<file path="src/hw/rtl/text_console_cursor_scroll_top_assert.svh">
// Assertion macros for the text console RTL.
// Included by the modules that check their own control logic.
`ifndef TEXT_CONSOLE_CURSOR_SCROLL_TOP_ASSERT_SVH
`define TEXT_CONSOLE_CURSOR_SCROLL_TOP_ASSERT_SVH

// check a property on every clock edge outside reset
`define TCC_ASSERT(label, clk, rst, prop, msg) \
   label: assert property (@(posedge clk) disable iff (rst) (prop)) else $error(msg);

// check that a condition implies a consequence in the next cycle
`define TCC_ASSERT_NEXT(label, clk, rst, cond, cons, msg) \
   label: assert property (@(posedge clk) disable iff (rst) (cond) |=> (cons)) else $error(msg);

`endif

</file>
<file path="src/hw/rtl/tcc_pkg.sv">
// Shared types and constants for the text console.
// No dependencies.
`timescale 1ns / 1ps

package tcc_pkg;

   localparam logic [1:0] CMD_PUT   = 2'd0;
   localparam logic [1:0] CMD_CLEAR = 2'd1;
   localparam logic [1:0] CMD_READ  = 2'd2;

   localparam logic [7:0] NEWLINE_CHAR = 8'h0a;
   localparam logic [7:0] RETURN_CHAR  = 8'h0d;
   localparam logic [7:0] SPACE_CHAR   = 8'h20;
   localparam logic [7:0] ATTR_RESET   = 8'h0f;

   typedef struct packed {
      logic       put_en;
      logic       clear_en;
      logic [7:0] char_code;
   } tcc_step_type;

   typedef struct packed {
      logic write_en;
      logic scroll;
   } tcc_move_type;

   typedef enum logic [3:0] {
      ST_IDLE   = 4'b0001,
      ST_FILL   = 4'b0010,
      ST_COPY   = 4'b0100,
      ST_FINISH = 4'b1000
   } tcc_state_type;

endpackage

</file>
<file path="src/hw/rtl/tcc_cursor.sv">
// Cursor position register and its update for put and clear transactions.
// Depends on tcc_pkg and the assertion macro header.
`timescale 1ns / 1ps

module tcc_cursor #(
   parameter int COLUMNS = 80,
   parameter int ROWS    = 25
) (
   input  logic                        clock,
   input  logic                        reset,
   input  tcc_pkg::tcc_step_type       step,
   output tcc_pkg::tcc_move_type       move,
   output logic [$clog2(COLUMNS)-1:0]  cursor_col,
   output logic [$clog2(ROWS)-1:0]     cursor_row
);
   import tcc_pkg::*;
   `include "text_console_cursor_scroll_top_assert.svh"

   localparam int COL_W = $clog2(COLUMNS);
   localparam int ROW_W = $clog2(ROWS);

   logic [COL_W-1:0] col_ff, col_in;
   logic [ROW_W-1:0] line_ff, line_in;
   logic             is_nl, is_cr, last_col, last_row, wrap;

   always_comb begin
      is_nl    = (step.char_code == NEWLINE_CHAR);
      is_cr    = (step.char_code == RETURN_CHAR);
      last_col = (col_ff == COL_W'(COLUMNS - 1));
      last_row = (line_ff == ROW_W'(ROWS - 1));
      wrap     = step.put_en && (is_nl || (!is_cr && last_col));
      move.write_en = step.put_en && !is_nl && !is_cr;
      move.scroll   = wrap && last_row;
      col_in  = col_ff;
      line_in = line_ff;
      if (step.clear_en) begin
         col_in  = '0;
         line_in = '0;
      end else if (wrap) begin
         col_in = '0;
         if (!last_row) begin
            line_in = line_ff + ROW_W'(1);
         end
      end else if (move.write_en) begin
         col_in = col_ff + COL_W'(1);
      end
   end

   always_ff @(posedge clock) begin
      if (reset) begin
         col_ff  <= '0;
         line_ff <= '0;
      end else begin
         col_ff  <= col_in;
         line_ff <= line_in;
      end
   end

   assign cursor_col = col_ff;
   assign cursor_row = line_ff;

   `TCC_ASSERT(a_cursor_in_range, clock, reset,
      (col_ff <= COL_W'(COLUMNS - 1)) && (line_ff <= ROW_W'(ROWS - 1)),
      "cursor left the screen")

endmodule
</file>
<file path="config.mk">
export PLATFORM = sky130hd
export DESIGN_NAME = tcc_cursor
export DESIGN_NICKNAME = d
export VERILOG_FILES = /design/src/hw/rtl/tcc_pkg.sv /design/src/hw/rtl/tcc_cursor.sv
export VERILOG_INCLUDE_DIRS = /design/src /design/src/hw/rtl
export SDC_FILE = /design/constraint.sdc
export NUM_CORES = 1
export LEC_CHECK = 0
export ABC_AREA = 1
export BUFFER_PORTS_ARGS = -buffer_cell sky130_fd_sc_hd__buf_4
export CORE_ASPECT_RATIO = 0.75
export CORE_MARGIN = 1.5
export CORE_UTILIZATION = 27
export CTS_BUF_LIST = sky130_fd_sc_hd__clkbuf_8
export CTS_CLUSTER_SIZE = 12
export DETAILED_ROUTE_END_ITERATION = 10
export GPL_TIMING_DRIVEN = 0
export PLACE_DENSITY_LB_ADDON = 0.12
export SYNTH_ARGS = -nofsm -noshare
export SYNTH_HDL_FRONTEND = slang
export SYNTH_SLANG_ARGS = --single-unit
</file>
<file path="constraint.sdc">
create_clock -name clock -period 1.16 [get_ports clock]
set_input_delay 0.116 -clock clock [delete_from_list [all_inputs] [get_ports clock]]
set_output_delay 0.116 -clock clock [all_outputs]
set_load 0.005 [all_outputs]
</file>
==> results of run 1 <==
-- timing repair --
| action | 4_1_cts | 5_1_grt |
|---|---|---|
| endpoints found under the setup margin | 10 | 13 |
| endpoints found under the hold margin | 0 | 0 |
| buffers inserted | 6 | 2 |
| resized for setup | 8 | 9 |
| pin swaps | 5 | 2 |
-- per-layer routing --
| metal | global-route usage (%) | vias up | share of wire (%) |
|---|---|---|---|
| met5 | 0 | - | 0 |
| met4 | 4.17 | 0 | 1.5 |
| met3 | 5.02 | 5 | 5.8 |
| met2 | 20.6 | 18 | 46 |
| met1 | 14.7 | 356 | 47 |
| li1 | - | 432 | - |
-- layout make-up --
cell class | count | area, sq um
fill | 279 | 1450
multi-input combinational | 84 | 552
timing repair buffer | 33 | 268
sequential | 12 | 251
inverter | 17 | 63.8
clock buffer | 4 | 55.1
tap | 36 | 45.0
-- cell families after synthesis --
| kind of cell | Yosys count |
|---|---|
| DFF | 12 |
| and+or+nand+nor | 64 |
| AOI/OAI and AO/OA | 13 |
| buffers and inverters | 17 |
| adders and majority gates | 3 |
| xor gates and xnor gates | 4 |
-- synthesized netlist by cell type --
master	instances	area (sq um)
ha_1	3	37.5
nand2_1	28	105
nor2_1	10	37.5
nand3_2	2	20.0
xor2_1	3	26.3
nand2_2	1	6.26
inv_1	15	56.3
nand2_4	2	22.5
o21ai_2	1	8.76
nand4_2	1	12.5
nand3_4	1	17.5
nand4_1	2	12.5
nand3_1	9	45.0
or2_2	1	6.26
nor3_1	2	10.0
a21oi_1	12	60.1
nor2_2	2	12.5
xnor2_1	1	8.76
dfxtp_1	12	240
inv_2	2	7.51
nor2_4	3	33.8
-- final timing paths --
check	from	to	cells after the start
setup / recovery	cursor_col[1]	move[0]	6
hold / removal	reset	cursor_row[1]	4
setup reg to reg	cursor_col[1]	cursor_row[3]	9
hold reg to reg	cursor_col[5]	cursor_col[5]	2
-- flip-flops by register name, summed over array words and instances, names as in the netlist --
signal	flops
cursor_col	7
cursor_row	5
-- critical path: cells and delay by family (launching register included) --
kind | cells | cell delay [ps]
AOI/OAI and AO/OA | 1 | 120
DFF | 1 | 350
adders and majority gates | 1 | 150
buffers and inverters | 1 | 120
and+or+nand+nor | 3 | 280
-- stage by stage --
step / util (%) / cell area, sq um / setup TNS [ps] / setup slack, ps
after floorplan: - / 820 / -135 / -34.8
after global placement: 39.2 / 1050 / -686 / -127
after detailed placement: 39.2 / 1050 / -838 / -138
after CTS: 43.9 / 1180 / -1730 / -271
after global routing: 46.0 / 1230 / -2510 / -290
final: 46.0 / 1230 / -1550 / -223
-- placed cells by master (no fill, tap or decap), types with 4 or more instances in the layout --
cell type,instances
buf_4,30
nand2_1,27
inv_1,14
nor2_1,10
nand3_1,8
a21oi_2,7
dfxtp_1,7
a21oi_1,5
clkbuf_8,4
-- power breakdown --
| part | switching (W) | total, W | leakage [nW] | internal [W] |
|---|---|---|---|---|
| Sequential | 0.00000219 | 0.000414 | 0.0998 | 0.000411 |
| Combinational | 0.0000572 | 0.000115 | 0.390 | 0.0000576 |
| Clock | 0.000168 | 0.000468 | 0.0288 | 0.000301 |
==> results by group, run 1 <==
STA
  – Max Transition Viols Final: 0
  – Final Hold Slack: 229 ps
  – Worst slew pin tran: 548 ps
  – Tcrit/Tclk final: 119%
  – Fin worst setup slack: -223 ps
  – Headroom to the max-slew limit: 63.3%
  – Final setup violation count: 12
  – Endpoints failing hold: 0
  – Final min period: 1380 ps
  – Fmax: 723 MHz
  – Clk_skew: 3.87 ps
  – RSZ-0062 raised after global routing: yes

Floorplanning
  – Num ports: 26
  – Die width: 65.3 um
  – Initial cell density of the core: 29.3%
  – CORE AREA: 2680 sq um
  – FP Rows: 16
  – Die height: 49.8 um
  – Die area: 3250 sq um

Power and ir drop
  – Total Power: 0.000997 W
  – Peak supply drop: 0.397 mV
  – Pleak: 0.519 nW
  – P per Cell Area: 807 nW/um^2

Layout
  – Ant diodes: 0
  – Non-Filler Instances: 186
  – Layout cells sized above 1: 46.7%
  – P&R area growth vs syn: 56.9%
  – Layout Nets: 166

Outcome
  – Failing checks: setup timing
  – Status: finished, violations left

Setup path
  – Critical path cell sequence: ha_4 > nand3_4 > nor2_4 > nand3_4 > a21oi_2 > buf_4
  – Critical path type: register to primary output
  – CP max FO: 2
  – Slowest stage delay, CP: 350 ps
  – CP max-delay cell: dfxtp_4
  – R2R Setup Slk: -160 ps
  – CP required: 1040 ps
  – Setup crit start kind: register
  – Cell mode on critical path: nand3_4
  – Worst Setup End Kind: primary output
  – Critical path arrival: 1270 ps

Clock tree
  – CTS tree: done
  – H-tree depth: 1
  – Clock sinks: 12
  – CTS Buffer Depth: 2
  – Worst-path clk slew: 60 ps
  – CTS root buffer: clkbuf_8
  – Hold buffers post-CTS: 0
  – TritonCTS Buffers: 3
  – Worst-Skew Late Latency: 250 ps

Logic synthesis
  – Adder-cell share of the synthesized area: 4.77%
  – XOR/XNOR share of the synthesized area: 4.45%
  – Largest family of logic cells by synthesized area: simple AND/OR/NAND/NOR gates
  – Syn Inst Count: 113
  – Post-Syn Nets: 128
  – Post-Synthesis Cell Area: 787 sq um
  – Synth Area in Compound Gates: 8.74%
  – Register area share after synthesis: 30.5%
  – Mux cell area share after synthesis: 0%
  – Synth Warn #: 0
  – Avg Cell Area, Syn: 6.96 sq um
  – #FFs+latches synth: 12
  – Post-synth cell types: 21
  – Synth Area in Simple Gates: 43.4%

Detailed routing
  – Final wirelength: 1900 um
  – Pre-antenna DRT Iters: 4
  – Violation count after the first detailed-route iteration: 24
  – WL/cell: 10.2 um
  – Post-DRT Antenna Nets: 0
  – # DRC: 0
  – Vias/cell: 4.36
  – Via count: 811

Place
  – Dpl cells: 174
  – Post-detail-place hpwl: 1320 um
  – Gpl congestion: 0.790
  – # port buffers: 25

GRT
  – Vias in the first global route: 756
  – Initial antenna violation count: 0
  – Gr ovfl total: 0
  – Largest net degree at the start of global routing: 10
  – Tot GR Track Use: 12.5%
  – Global-route wire length before repair: 3150 um

Min path
  – Hold WC Path Type: primary input to register

Job
  – Max-Cap Viols: 0
No activity file was read; power rests on OpenSTA's default activity.
==> inputs of run 2 (changes only) <==
--- a/config.mk
+++ b/config.mk
@@ -14,7 +14,6 @@
 export CTS_BUF_LIST = sky130_fd_sc_hd__clkbuf_8
 export CTS_CLUSTER_SIZE = 12
 export DETAILED_ROUTE_END_ITERATION = 10
-export GPL_TIMING_DRIVEN = 0
 export PLACE_DENSITY_LB_ADDON = 0.12
 export SYNTH_ARGS = -nofsm -noshare
 export SYNTH_HDL_FRONTEND = slang
==> results by group, run 2 (same netlist as run 1, synthesis figures left out) <==
Outcome
  – Status: finished, violations left
  – Failing checks: setup timing

Detailed routing
  – Via count: 910 (+12%)
  – Final wirelength: 2090 um (+11%)
  – # DRC: 0 (unchanged)
  – Vias/cell: 4.46 (+2.3%)
  – Violation count after the first detailed-route iteration: 59 (+150%)
  – Post-DRT Antenna Nets: 0 (unchanged)
  – Pre-antenna DRT Iters: 4 (unchanged)
  – WL/cell: 10.3 um (+0.75%)

Layout
  – Leading cell type in the layout, fill and taps excluded: buf_4
  – Largest register FFs: 7 (unchanged)
  – Ant diodes: 0 (unchanged)
  – Post-route cell area: 1350 sq um (+8.9%)
  – Most frequent cells in the layout: buf_4 (48), nand2_1 (27), inv_1 (15)
  – FILL cells: 267 (-4.3%)
  – Layout cells sized above 1: 50.6% (+3.9 points)
  – P&R area growth vs syn: 70.9%
  – Layout Nets: 184 (+11%)

Floorplanning
  – Die height: 49.8 um (unchanged)
  – Die width: 65.3 um (unchanged)
  – FP Rows: 16 (unchanged)
  – Die area: 3250 sq um (unchanged)
  – CORE AREA: 2680 sq um (unchanged)
  – Initial cell density of the core: 29.3% (unchanged)
  – Num ports: 26 (unchanged)

Clock tree
  – Worst-Skew Late Latency: 240 ps (about the same)
  – H-tree depth: 1 (unchanged)
  – Worst-path clk slew: 60 ps (about the same)
  – CTS Buffer Depth: 2 (unchanged)
  – Clock sinks: 12 (unchanged)
  – CTS tree: done
  – CTS root buffer: clkbuf_8
  – TritonCTS Buffers: 3 (unchanged)

GRT
  – Tot GR Track Use: 14.6% (+2.1 points)
  – Gr ovfl total: 0 (unchanged)
  – Global-route wire length before repair: 3620 um (+15%)
  – Vias in the first global route: 826 (+9.3%)
  – Initial antenna violation count: 0 (unchanged)
  – Largest net degree at the start of global routing: 10 (unchanged)

STA
  – Headroom to the max-slew limit: 81.5% (+18 points)
  – TNS Setup: -1140 ps (+408 ps)
  – Final min period: 1350 ps (-28.2 ps)
  – Final setup violation count: 12 (unchanged)
  – RSZ-0062 raised after global routing: yes
  – Fin worst setup slack: -195 ps (+28.2 ps)
  – Worst slew pin tran: 276 ps (-272 ps)
  – Endpoints failing hold: 0 (unchanged)
  – Max Transition Viols Final: 0 (unchanged)
  – Fmax: 738 MHz (+2.1%)
  – Clk_skew: 4.30 ps (+0.431 ps)
  – Tcrit/Tclk final: 117% (-2.4 points)

Power and ir drop
  – Total Power: 0.000929 W (-6.8%)
  – Pleak: 0.604 nW (+17%)
  – Peak supply drop: 0.365 mV (-8.1%)
  – P per Cell Area: 691 nW/um^2 (-14%)

Setup path
  – Critical path type: register to primary output
  – CP required: 1040 ps (about the same)
  – Critical path arrival: 1240 ps (-30 ps)
  – Worst Setup End Kind: primary output
  – CP max FO: 2 (unchanged)
  – Setup crit start kind: register

Place
  – # port buffers: 25 (unchanged)
  – Area post-placement: 1210 sq um (+15%)
  – Gpl congestion: 0.814 (+3.0%)
  – Post-detail-place hpwl: 1530 um (+16%)

Job
  – Max-Cap Viols: 0 (unchanged)

Min path
  – Hold WC Path Type: primary input to register
==> run 2: changes by cell type in the layout (fill, tap and decap cells not counted), sizes merged <==
cell and delta:
inv +1, buf +17, nand2 +1, clkbuf -1
==> run 2: what timing repair did <==
| item | CTS | global route |
|---|---|---|
| gates cloned | 1 | 0 |
| setup buffers | 2 | 2 |
| setup endpoints to repair | 8 | 14 |
| pin swaps | 5 | 7 |
| resized for setup | 1 | 12 |
| hold buffers | 0 | 0 |
==> run 2: routing by layer <==
metal / global-route usage, % / wire length (um) / share of wire, % / vias to the layer above
met2: 24.1 / 1020 / 49 / 18
met4: 4.51 / 14 / 0.67 / 0
met3: 5.71 / 94 / 4.5 / 2
met5: 0 / 0 / 0 / -
li1: - / - / - / 473
met1: 17.3 / 962 / 46 / 417
==> run 2: area by class of cell <==
cell class | instances | area, sq um | share of cell area, %
repair buffers | 50 | 392 | 29.1
clock inverters | 1 | 3.75 | 0.279
flip-flops and latches | 12 | 246 | 18.3
multi-input cells | 85 | 553 | 41.1
clock buffers | 3 | 41.3 | 3.07
well taps | 36 | 45.0 | 3.35
inverters | 17 | 63.8 | 4.74
==> run 2: worst paths after layout <==
kind / slack (ps) / to / from / cells after the start
min reg2reg: 590 / cursor_row[2] / cursor_row[2] / 3
min: 260 / cursor_row[4] / reset / 5
max reg2reg: -120 / cursor_row[3] / cursor_col[0] / 9
max: -190 / move[0] / cursor_col[0] / 6
==> run 2: power breakdown <==
part | total (W) | switching, W | internal (W) | leakage (nW)
Combinational | 0.000119 | 0.0000581 | 0.0000606 | 0.479
Clock | 0.000396 | 0.000162 | 0.000234 | 0.0269
Sequential | 0.000415 | 0.00000220 | 0.000413 | 0.0985
Total | 0.000929 | 0.000222 | 0.000707 | 0.604
==> run 2: through the flow <==
| stage | instances | utilization, % | setup slack (ps) | hold WS, ps |
|---|---|---|---|---|
| after CTS | 202 | 47.7 | -263 | 258 |
| after detailed placement | 195 | 45.1 | -79.8 | 518 |
| final | 204 | 50.1 | -195 | 262 |
| after global placement | 195 | 45.1 | -57.2 | 511 |
| after floorplan | 113 | - | -34.8 | 349 |
| after global routing | 204 | 50.1 | -252 | 272 |
==> run 2: critical path, cell delays in order (launching register included) <==
cell and delay (ps):
dfxtp_2 350, ha_4 150, nand3_4 80, nor2_4 100
nand3_4 70, a21oi_2 120, buf_4 120
==> inputs of run 3 (changes only) <==
--- a/config.mk
+++ b/config.mk
@@ -7,13 +7,13 @@
 export NUM_CORES = 1
 export LEC_CHECK = 0
 export ABC_AREA = 1
-export BUFFER_PORTS_ARGS = -buffer_cell sky130_fd_sc_hd__buf_4
 export CORE_ASPECT_RATIO = 0.75
 export CORE_MARGIN = 1.5
 export CORE_UTILIZATION = 27
 export CTS_BUF_LIST = sky130_fd_sc_hd__clkbuf_8
 export CTS_CLUSTER_SIZE = 12
 export DETAILED_ROUTE_END_ITERATION = 10
+export DONT_BUFFER_PORTS = 1
 export PLACE_DENSITY_LB_ADDON = 0.12
 export SYNTH_ARGS = -nofsm -noshare
 export SYNTH_HDL_FRONTEND = slang
==> constraint.sdc (replaced) <==
create_clock -name clock -period 1.35 [get_ports clock]
set_input_delay 0.135 -clock clock [delete_from_list [all_inputs] [get_ports clock]]
set_output_delay 0.135 -clock clock [all_outputs]
set_load 0.005 [all_outputs]
==> results by group, run 3 (same netlist as run 1, synthesis figures left out) <==
Setup path
  – WP buf/inv: 0 (-1)
  – Critical path type: register to primary output
  – Critical path cell sequence: ha_4 > nand3_4 > nor2_4 > nand3_4 > a21oi_2
  – Setup crit start kind: register
  – CP max FO: 3 (+1)
  – Critical path arrival: 1190 ps (-50 ps)
  – Kind of cell adding the most delay to the critical path: flip-flops
  – Slowest stage delay, CP: 350 ps (about the same)
  – CP required: 1220 ps (+180 ps)
  – Cell mode on critical path: nand3_4
  – Worst Setup End Kind: primary output
  – CP max-delay cell: dfxtp_2

Clock tree
  – CTS root buffer: clkbuf_8
  – Worst-Skew Late Latency: 240 ps (about the same)
  – TritonCTS Buffers: 3 (unchanged)
  – H-tree depth: 1 (unchanged)
  – CTS tree: done
  – Hold buffers post-CTS: 0 (unchanged)
  – CTS Buffer Depth: 2 (unchanged)
  – Worst-path clk slew: 60 ps (about the same)
  – Clock sinks: 12 (unchanged)

GRT
  – Global-route wire length before repair: 3220 um (-11%)
  – Initial antenna violation count: 0 (unchanged)
  – Tot GR Track Use: 13.2% (-1.3 points)
  – Gr ovfl total: 0 (unchanged)
  – Vias in the first global route: 708 (-14%)
  – Largest net degree at the start of global routing: 10 (unchanged)

Power and ir drop
  – Peak supply drop: 0.564 mV (+55%)
  – Pleak: 0.415 nW (-31%)
  – P per Cell Area: 785 nW/um^2 (+14%)

Place
  – Post-detail-place hpwl: 1400 um (-8.5%)
  – Area post-placement: 920 sq um (-24%)
  – # port buffers: 0 (-100%)
  – Gpl congestion: 0.796 (-2.2%)
  – Dpl cells: 159 (-18%)

Detailed routing
  – Final wirelength: 1870 um (-11%)
  – Metal1 wirelength: 906 um (-5.8%)
  – Met3 wire length: 94 um (unchanged)
  – Violation count after the first detailed-route iteration: 20 (-66%)
  – Vias/cell: 4.43 (-0.66%)
  – # DRC: 0 (unchanged)
  – WL/cell: 11.2 um (+9.0%)
  – Highest metal used: met4
  – Met2 WL: 848 um (-17%)
  – Post-DRT Antenna Nets: 0 (unchanged)
  – Via count: 740 (-19%)
  – Pre-antenna DRT Iters: 4 (unchanged)

STA
  – TNS Setup: 0 ps (+1140 ps)
  – Endpoints failing hold: 0 (unchanged)
  – Final setup violation count: 0 (-12)
  – Headroom to the max-slew limit: 77.7% (-3.8 points)
  – Max Transition Viols Final: 0 (unchanged)
  – Fmax: 756 MHz
  – Final min period: 1320 ps
  – Tcrit/Tclk final: 98.0%
  – RSZ-0062 raised after global routing: yes
  – Worst slew pin tran: 332 ps (+55.5 ps)
  – Clk_skew: 1.44 ps (-2.86 ps)

Layout
  – Ant diodes: 0 (unchanged)
  – P&R area growth vs syn: 32.9%
  – Most frequent cells in the layout: nand2_1 (28), inv_1 (15), buf_4 (13), a21oi_1 (11), nor2_1 (10)
  – Post-route cell area: 1050 sq um (-22%)
  – Leading cell type in the layout, fill and taps excluded: nand2_1
  – Layout Nets: 147 (-20%)
  – Largest register FFs: 7 (unchanged)
  – Layout cells sized above 1: 30.5% (-20 points)
  – Non-Filler Instances: 167 (-18%)

Floorplanning
  – Num ports: 26 (unchanged)
  – FP Rows: 16 (unchanged)
  – Die height: 49.8 um (unchanged)
  – Initial cell density of the core: 29.3% (unchanged)
  – Die area: 3250 sq um (unchanged)
  – Die width: 65.3 um (unchanged)
  – CORE AREA: 2680 sq um (unchanged)

Min path
  – Hold WC Path Type: primary input to register

Job
  – Max-Cap Viols: 0 (unchanged)

Outcome
  – Status: finished, final reports clean
==> run 3: cell types whose count changed in the layout (fill, tap and decap cells not counted), sizes merged <==
cell / before / now
buf: 50 / 14
clkbuf: 3 / 4
inv: 18 / 17
nand2: 32 / 31
==> run 3: stage by stage <==
step / worst slack, ps / hold WS [ps] / total power (W) / utilization [%]
global placement: 72.9 / 433 / 0.000425 / 34.3
CTS: 16.5 / 203 / 0.000835 / 38.5
global route: -54.0 / 205 / 0.000866 / 39.0
detailed placement: 51.5 / 435 / 0.000426 / 34.3
floorplan: 31.8 / 347 / 0.000404 / -
finish: 26.8 / 199 / 0.000821 / 39.0
==> run 3: tightest hold or removal path, cell delays in order <==
cell	delay (ps)
nand2_1	80
nor2_4	70
nand2_1	60
a21oi_1	50
==> run 3: worst paths after layout <==
path,cells after the start,endpoint,from,slack (ps)
setup / recovery,5,move[0],cursor_col[1],30
hold / removal,4,cursor_col[3],step[9],200
setup reg to reg,9,cursor_row[1],cursor_col[1],50
hold reg to reg,2,cursor_row[2],cursor_row[2],530
==> run 3: area by class of cell <==
class / instances / area (sq um)
multi-input cells: 84 / 520
fillers: 299 / 1640
clock buffers: 4 / 55.1
flip-flops and latches: 12 / 244
repair buffers: 14 / 118
inverters: 17 / 63.8
well taps: 36 / 45.0
==> run 3: repair_timing <==
action,4_1_cts,5_1_grt
gates resized for setup,7,2
buffers inserted,4,0
pin swaps,5,0
endpoints found under the setup margin,1,12
==> run 3: per-layer routing <==
layer	vias to the layer above	track usage (%)
li1	395	-
met1	328	16.6
met2	15	20.6
met3	2	5.48
met4	0	4.17
met5	-	0
==> run 3: where the power goes <==
part	internal, W	switching (W)
Combinational	0.0000246	0.0000374
Clock	0.000258	0.000142
Sequential	0.000357	0.00000201
Total	0.000639	0.000182
